===== src/rtl/histogram_equalizer_assert.svh =====
// Assertion macros used by the histogram equalizer datapath.
`ifndef HISTOGRAM_EQUALIZER_ASSERT_SVH
`define HISTOGRAM_EQUALIZER_ASSERT_SVH

// Same-cycle check: whenever ante holds, cons holds too.
`define HISTEQ_CHECK(name, ante, cons, msg) \
   name: assert property (@(posedge clock) disable iff (reset) (ante) |-> (cons)) \
      else $error(msg);

// Next-cycle check: whenever ante holds, cons holds in the cycle after.
`define HISTEQ_CHECK_NEXT(name, ante, cons, msg) \
   name: assert property (@(posedge clock) disable iff (reset) (ante) |=> (cons)) \
      else $error(msg);

`endif


===== src/rtl/histeq_pkg.sv =====
// Shared constants and control/status types of the histogram equalizer.
`default_nettype none

package histeq_pkg;

   // Pixel and histogram geometry
   localparam int PIXEL_WIDTH    = 8;
   localparam int NUM_BINS       = 1 << PIXEL_WIDTH;
   localparam int BIN_ADDR_WIDTH = PIXEL_WIDTH;

   // Width of bin counters and of the pixel total (legal range 10 to 32)
   localparam int COUNT_WIDTH = 22;
   localparam logic [COUNT_WIDTH-1:0] COUNT_MAX = '1;

   // Divider: numerator = 2*(2^PIXEL_WIDTH - 1)*cum + total, divisor = 2*total
   localparam int QUOT_WIDTH = PIXEL_WIDTH;
   localparam int NUM_WIDTH  = COUNT_WIDTH + PIXEL_WIDTH + 1;
   localparam int DSH_WIDTH  = COUNT_WIDTH + PIXEL_WIDTH;
   localparam int DIV_STEPS  = QUOT_WIDTH;
   localparam int STEP_WIDTH = $clog2(DIV_STEPS);

   // Operation codes on the request channel
   localparam logic OP_COUNT = 1'b0;
   localparam logic OP_MAP   = 1'b1;

   // Commands from the controller to the datapath
   typedef struct packed {
      logic                      count_go;
      logic                      map_go;
      logic                      bin_rd;
      logic                      acc;
      logic                      num_load;
      logic                      div_step;
      logic                      tbl_wr;
      logic                      finish;
      logic [BIN_ADDR_WIDTH-1:0] bin_idx;
   } histeq_cmd_type;

   // Status from the datapath to the controller
   typedef struct packed {
      logic rsp_free;
      logic total_zero;
   } histeq_status_type;

endpackage

`default_nettype wire


===== src/rtl/histeq_ctrl.sv =====
// Controller of the histogram equalizer: request handshake and table-build sequencer.
`default_nettype none

module histeq_ctrl (
   input  wire logic                          clock,
   input  wire logic                          reset,
   input  wire logic                          req_valid,
   input  wire logic                          req_op,
   input  wire logic                          req_last,
   output logic                               req_ready,
   input  wire histeq_pkg::histeq_status_type status,
   output histeq_pkg::histeq_cmd_type         cmd
);
   import histeq_pkg::*;

   localparam logic [2:0] ST_RUN   = 3'd0;
   localparam logic [2:0] ST_DRAIN = 3'd1;
   localparam logic [2:0] ST_READ  = 3'd2;
   localparam logic [2:0] ST_ACC   = 3'd3;
   localparam logic [2:0] ST_NUM   = 3'd4;
   localparam logic [2:0] ST_DIV   = 3'd5;
   localparam logic [2:0] ST_WRITE = 3'd6;

   localparam logic [STEP_WIDTH-1:0]     STEP_LAST = STEP_WIDTH'(DIV_STEPS - 1);
   localparam logic [BIN_ADDR_WIDTH-1:0] BIN_LAST  = BIN_ADDR_WIDTH'(NUM_BINS - 1);

   logic [2:0]                state_ff, state_in;
   logic [BIN_ADDR_WIDTH-1:0] idx_ff, idx_in;
   logic [STEP_WIDTH-1:0]     step_ff, step_in;
   logic                      ready_w;

   always_comb begin
      state_in    = state_ff;
      idx_in      = idx_ff;
      step_in     = step_ff;
      ready_w     = 1'b0;
      cmd         = '0;
      cmd.bin_idx = idx_ff;
      case (state_ff)
         ST_RUN: begin
            ready_w = (req_op == OP_COUNT) || status.rsp_free;
            if (req_valid && ready_w) begin
               if (req_op == OP_COUNT) begin
                  cmd.count_go = 1'b1;
                  if (req_last) begin
                     state_in = ST_DRAIN;
                  end
               end else begin
                  cmd.map_go = 1'b1;
               end
            end
         end
         ST_DRAIN: begin
            // let the final bin write land before the sweep reads it
            idx_in   = '0;
            state_in = ST_READ;
         end
         ST_READ: begin
            cmd.bin_rd = 1'b1;
            state_in   = ST_ACC;
         end
         ST_ACC: begin
            cmd.acc = 1'b1;
            if (idx_ff == '0 || status.total_zero) begin
               state_in = ST_WRITE;
            end else begin
               state_in = ST_NUM;
            end
         end
         ST_NUM: begin
            cmd.num_load = 1'b1;
            step_in      = '0;
            state_in     = ST_DIV;
         end
         ST_DIV: begin
            cmd.div_step = 1'b1;
            step_in      = step_ff + STEP_WIDTH'(1);
            if (step_ff == STEP_LAST) begin
               state_in = ST_WRITE;
            end
         end
         ST_WRITE: begin
            cmd.tbl_wr = 1'b1;
            if (idx_ff == BIN_LAST) begin
               cmd.finish = 1'b1;
               state_in   = ST_RUN;
            end else begin
               idx_in   = idx_ff + BIN_ADDR_WIDTH'(1);
               state_in = ST_READ;
            end
         end
         default: begin
            state_in = ST_RUN;
         end
      endcase
   end

   assign req_ready = ready_w;

   always_ff @(posedge clock) begin
      if (reset) begin
         state_ff <= ST_RUN;
         idx_ff   <= '0;
         step_ff  <= '0;
      end else begin
         state_ff <= state_in;
         idx_ff   <= idx_in;
         step_ff  <= step_in;
      end
   end

endmodule

`default_nettype wire


===== config.mk =====
export PLATFORM = sky130hd
export DESIGN_NAME = histeq_ctrl
export DESIGN_NICKNAME = d
export VERILOG_FILES = /design/src/rtl/histogram_equalizer_assert.svh /design/src/rtl/histeq_pkg.sv /design/src/rtl/histeq_ctrl.sv
export SDC_FILE = /design/constraint.sdc
export NUM_CORES = 1
export LEC_CHECK = 0
export ABC_AREA = 0
export BUFFER_PORTS_ARGS = -buffer_cell sky130_fd_sc_hd__buf_2
export CAP_MARGIN = 30
export CORE_MARGIN = 2
export CORE_UTILIZATION = 35
export DETAILED_ROUTE_END_ITERATION = 6
export SYNTH_ARGS = -nofsm -noshare
export SYNTH_HDL_FRONTEND = slang
export SYNTH_SLANG_ARGS = --single-unit

===== constraint.sdc =====
create_clock -name clock -period 3.6 [get_ports clock]
set_input_delay 0.72 -clock clock [delete_from_list [all_inputs] [get_ports clock]]
set_output_delay 0.72 -clock clock [all_outputs]
set_load 0.01 [all_outputs]

==> metrics.md, run 1 <==
| Metric | Value |
|---|---|
| Status | finished, final reports clean |
| Post-route setup TNS | 0 ns |
| CTS Buf Count | 3 |
| Dominant cells by area after synthesis | dfxtp_1 33%, ha_1 5.9%, nor2_1 5.7% |
| Cell family with most CP delay | simple AND/OR/NAND/NOR gates |
| PwrDens | 277 nW/um2 |
| Worst vdd ir | 0.110 mV |
| Clock sinks | 14 |
| Gpl congestion | 0.834 |
| CP arrival | 1.70 ns |
| Syn Area/Cell | 7.95 um2 |
| First-pass GRT wire length | 3.18 mm |
| FF-to-FF End | idx_ff[2] |
| EDFF count, synth | 0 |
| Largest net degree at the start of global routing | 14 |
| Cell area after synthesis | 851 um2 |
| Worst Max-Slew Pin Slew | 0.495 ns |
| Worst-path clk slew | 0.09 ns |
| DR vias/cell | 5.10 |
| Critical-path maximum fanout | 5 |
| ANT cells | 0 |
| Final min period | 2.42 ns |
| Largest family of logic cells by synthesized area | simple AND/OR/NAND/NOR gates |
| Io pins | 24 |
| Synth area leader | dfxtp_1 |
| Post-Synth Adder-Cell Area | 5.88% |
| DIE HEIGHT | 53.3 um |
| Avg WL per Cell | 11.7 um |
| Count of cell types in the netlist | 40 |
| Worst min path class | reg2reg |
| Layout Nets | 140 |
| Commonest cells in the netlist | 14 x dfxtp_1, 13 x nor2_1, 10 x nand2_1 |
| Post-Layout Cell Count | 155 |
| Number of global-route vias before repair | 756 |
| Max-slew violations | 0 |
| Cts hold-fix bufs | 0 |
| CP peak stage delay | 0.39 ns |
| Syn Inst Count | 107 |
| Final Skew | 0.00599 ns |
| Postcts setup bufs | 0 |
| Setup-failing EPs final | 0 |
| Placeable Area | 2250 um2 |
| DR iter-0 viols | 8 |
| Count leader, synth | dfxtp_1 |
| R2R setup slack | 1.99 ns |
| Startpoint Class | register |
| Post-synth top area share | 32.9% |
| Post-DP HPWL | 1.39 mm |
| Relative max-transition margin | 66.9% |
| Fill cells | 254 |
| H-tree depth | 1 |
| Routed WL | 1.81 mm |
| Multiplexer share of the synthesized area | 1.18% |
| Sequential element share of the synthesized area | 32.9% |
| Kind of critical path | reg2out |
| Final period util | 67.2% |
| Root buf cell | clkbuf_4 |
| XOR/XNOR share of the synthesized area | 2.06% |
| Worst reg2reg path depth | 5 |
| RSZ-0062 raised after global routing | false |
| Post-route ant nets | 0 |
| Max frequency | 413 MHz |
| Clk_lat worst skew | 0.28 ns |
| Row count | 17 |
| Leakage | 0.431 nW |
| Setup crit end kind | output port |
| Pre-antenna DRT Iters | 2 |
| Initial antenna violation count | 0 |
| Worst path slowest cell | dfxtp_1 |
| CTS Buffer Depth | 2 |
| WP data required | 2.88 ns |
| Area grow syn2layout | 15.7% |
| Total GRT Usage | 15.6% |
| Post-CTS Resized | 0 |
| DRC | 0 |
| Total gr overflow | 0 |
| Seq cells post-synth | 14 |
| Placed cells | 152 |
| Initial Util | 37.7% |
| Via count | 790 |
| Die Area | 2840 um2 |
| Die extent in x | 53.3 um |
| Main synth FF type | dfxtp_1 |
| Share of cells above drive strength 1 | 23.6% |
| Critical path startpoint | idx_ff[0] |
| IO buf count | 23 |
| Buf+Inv Stages, Crit Path | 1 |
| Synth Area in Simple Gates | 35.7% |
| Worst setup path end | cmd[8] |
| Syn Nets | 118 |
| Reg2reg start | idx_ff[0] |
| Post-synthesis compound-gate area fraction | 14.6% |
| Sequence of cells on the critical path | ha_1 > nand4_1 > or2_1 > nor2_1 > buf_2 |
| Synth async-reset ratio | 0% |
| Synth Warn # | 0 |
| Final hold viol count | 0 |
| Max-Cap Viols | 0 |
| CTS tree | done |
| Stages on worst setup path | 5 |
## cell type report
type	count	area [um2]	share of cell area, %
clock buffer	3	22.5	2.29
timing repair buffer	23	115	11.7
inverter	7	26.3	2.67
multi-input combinational	80	505	51.3
sequential	14	280	28.5
tap	28	35.0	3.56
## metal layers
layer	up-vias	wire length (um)	track usage [%]
met5	-	0	0
met4	0	40	11.1
met3	5	36	2.82
met2	10	854	24.1
met1	358	882	19.3
li1	417	-	-
## flip-flops by register name, summed over array words and instances (netlist names)
signal    cells
step_ff       3
state_ff      3
idx_ff        8
## placed cells by master (no fill, tap or decap), types with 2 or more instances in the layout
| master | count |
|---|---|
| buf_2 | 23 |
| nor2_1 | 13 |
| clkbuf_4 | 3 |
| nand2_1 | 10 |
| and4_1 | 2 |
| nor3b_1 | 2 |
| inv_1 | 7 |
| o211ai_1 | 4 |
| nand4_1 | 2 |
| o21ai_0 | 3 |
| nor3_1 | 2 |
| dfxtp_1 | 14 |
| xor2_1 | 2 |
| nor4_1 | 2 |
| nand3b_1 | 3 |
| a21oi_1 | 7 |
| nand3_1 | 4 |
| ha_1 | 4 |
| and2_1 | 2 |
## worst min-delay path, delay by kind of cell (launching register included)
family	cells	cell delay, ns
DFF	1	0.32
AOI/OAI and AO/OA	1	0.05
and+or+nand+nor	1	0.05
## where the power goes
part	internal, mW	switching (mW)
registers	0.156	0.00336
clock network	0.0388	0.0504
logic	0.0107	0.0139
## stage by stage
stage / setup WS, ns / instance area, um2 / hold WS (ns) / power (mW) / util (%)
final: 1.18 / 985 / 0.466 / 0.273 / 43.7
after global routing: 0.991 / 985 / 0.505 / 0.288 / 43.7
after CTS: 1.17 / 985 / 0.474 / 0.279 / 43.7
after detailed placement: 1.49 / 962 / 0.461 / 0.188 / 42.7
after global placement: 1.56 / 962 / 0.445 / 0.187 / 42.7
after floorplan: 1.62 / 851 / 0.436 / 0.179 / -
## logic make-up (layout without fill, tap and decap cells)
family	count (synthesis)	count (layout)
muxes	1	1
adders and majority gates	4	4
AOI/OAI and AO/OA	20	20
DFF	14	14
buffers and inverters	13	33
and+or+nand+nor	53	53
xor gates and xnor gates	2	2
## worst min path at each step
stage,startpoint,to,slack (ns),depth (start not counted)
final,step_ff[2],step_ff[2],0.47,2
after detailed placement,step_ff[2],step_ff[2],0.46,2
after CTS,step_ff[2],step_ff[2],0.47,2
after global routing,step_ff[1],step_ff[1],0.51,2
after global placement,step_ff[1],step_ff[1],0.44,2
after floorplan,step_ff[1],step_ff[1],0.44,2
Power figures use the tool's default switching activity.
==> run 2, diff against run 1 <==
==> constraint.sdc (replaced) <==
create_clock -name clock -period 2.41 [get_ports clock]
set_input_delay 0.482 -clock clock [delete_from_list [all_inputs] [get_ports clock]]
set_output_delay 0.482 -clock clock [all_outputs]
set_load 0.01 [all_outputs]
==> run 2 against run 1 <==
Compared with the run above:
- routed wire length decreased by 0.55%
- clock power is 48% higher
- sequential cell count stayed put
- clock skew up 0.00062 ns
- hold slack barely moved
- combinational power rose by 51%
- critical path depth unchanged
- cell area unchanged
- clock-buffer cell count is the same
- utilization stayed put
- critical endpoint unchanged
- highest routed layer unchanged
==> metrics.md, run 2 (same netlist as run 1, synthesis figures left out) <==
| Metric | Value |
|---|---|
| Area grow syn2layout | 15.7% (unchanged) |
| Die extent in x | 53.3 um (unchanged) |
| Routed WL | 1.80 mm (-0.55%) |
| Root buf cell | clkbuf_4 |
| Worst-path clk slew | 0.09 ns (about the same) |
| CTS Buffer Depth | 2 (unchanged) |
| First-pass GRT wire length | 3.15 mm (-0.85%) |
| DIE HEIGHT | 53.3 um (unchanged) |
| Leakage | 0.431 nW (unchanged) |
| Clk_lat worst skew | 0.28 ns (about the same) |
| Final period util | 89.8% |
| Final Skew | 0.00661 ns (+0.000615 ns) |
| Max reg flops | 8 (unchanged) |
| Setup crit end kind | output port |
| Post-route ant nets | 0 (unchanged) |
| Die Area | 2840 um2 (unchanged) |
| Startpoint Class | register |
| Post-route setup TNS | 0 ns (unchanged) |
| Cell family with most CP delay | simple AND/OR/NAND/NOR gates |
| Final hold viol count | 0 (unchanged) |
| Post-CTS Resized | 0 (unchanged) |
| Power Total | 0.407 mW (+49%) |
| DR vias/cell | 5.03 (-1.3%) |
| IO buf count | 23 (unchanged) |
| Pre-antenna DRT Iters | 4 (+2) |
| Worst path slowest cell | dfxtp_1 |
| Cts hold-fix bufs | 0 (unchanged) |
| Final Core Density | 43.7% (unchanged) |
| DRC | 0 (unchanged) |
| CTS Buf Count | 3 (unchanged) |
| WP data required | 1.93 ns (-0.95 ns) |
| Gpl congestion | 0.834 (about the same) |
| Largest regs | idx_ff x8, state_ff x3, step_ff x3 |
| Fill cells | 261 (+2.8%) |
| Largest net degree at the start of global routing | 14 (unchanged) |
| CP arrival | 1.68 ns (-0.02 ns) |
| Total GRT Usage | 15.1% (-0.53 points) |
| Setup-failing EPs final | 0 (unchanged) |
| Max-Cap Viols | 0 (unchanged) |
| Max-slew violations | 0 (unchanged) |
| Row count | 17 (unchanged) |
| Status | finished, final reports clean |
| Worst Max-Slew Pin Slew | 0.469 ns (-0.0269 ns) |
| RSZ-0062 raised after global routing | false |
| Register name with the most flops | idx_ff |
| Postcts setup bufs | 0 (unchanged) |
| Commonest non-fill, non-tap cell in the layout | buf_2 |
| Worst vdd ir | 0.224 mV (+100%) |
| Relative max-transition margin | 68.7% (+1.8 points) |
| DR iter-0 viols | 12 (+4) |
| Via count | 780 (-1.3%) |
| Most frequent cells in the layout | 23 x buf_2, 14 x dfxtp_1, 13 x nor2_1, 10 x nand2_1 |
| PwrDens | 413 nW/um2 (+49%) |
| Max frequency | 462 MHz |
| Initial Util | 37.7% (unchanged) |
| Io pins | 24 (unchanged) |
| Post-DP HPWL | 1.39 mm (about the same) |
| H-tree depth | 1 (unchanged) |
| Avg WL per Cell | 11.6 um (-0.55%) |
| CTS tree | done |
| Layout Nets | 140 (unchanged) |
| CP peak stage delay | 0.39 ns (about the same) |
| Initial antenna violation count | 0 (unchanged) |
| Final min period | 2.16 ns |
| Total gr overflow | 0 (unchanged) |
| Placeable Area | 2250 um2 (unchanged) |
| ANT cells | 0 (unchanged) |
| Kind of critical path | reg2out |
| Buf+Inv Stages, Crit Path | 1 (unchanged) |
| Clock sinks | 14 (unchanged) |
| Worst min path class | reg2reg |
| Number of global-route vias before repair | 743 (-1.7%) |
| Share of cells above drive strength 1 | 23.6% (unchanged) |
| Sequence of cells on the critical path | ha_1 > nand4_1 > or2_1 > nor2_1 > buf_2 |
| Critical-path maximum fanout | 5 (unchanged) |
run 2: cell counts in the layout (fill, tap and decap cells not counted):
No cell type changed its count.
run 2: layer usage:
metal	up-vias	wire [um]	global-route usage [%]
li1	412	-	-
met1	355	871	18.8
met2	11	853	24.9
met3	2	58	2.82
met4	0	19	6.84
met5	-	0	0
run 2: path summary, 6_finish.rpt:
check,startpoint,endpoint,slack [ns],cells after the start
worst min register to register,step_ff[2],step_ff[2],0.47,2
worst max register to register,idx_ff[0],idx_ff[2],0.78,5
worst min-delay path,step_ff[2],step_ff[2],0.47,2
worst max-delay path,idx_ff[0],cmd[8],0.25,5
run 2: cell type report:
cell class                 instances  area (um2)  share of cell area, %
multi-input combinational         80         505                   51.3
sequential                        14         280                   28.5
timing repair buffer              23         115                   11.7
tap                               28        35.0                   3.56
inverter                           7        26.3                   2.67
clock buffer                       3        22.5                   2.29
run 2: metrics by stage:
stage               setup WS [ns]  instance area (um2)  instances  hold slack, ns
floorplan                   0.664                  851        107           0.436
global route               0.0798                  985        155           0.505
detailed placement          0.558                  962        152           0.460
CTS                         0.234                  985        155           0.472
global placement            0.613                  962        152           0.445
finish                      0.245                  985        155           0.466
run 2: power breakdown:
group	internal (mW)	leakage [nW]	switching (mW)	total, mW
registers	0.233	0.113	0.00518	0.238
logic	0.0159	0.305	0.0211	0.0371
clock network	0.0579	0.0138	0.0738	0.132
run 2: worst reg2reg max path: cells and delay by family (launching register included):
kind | cells | cell delay [ns]
simple gates | 4 | 0.94
flops | 1 | 0.39
fa+ha+maj | 1 | 0.25
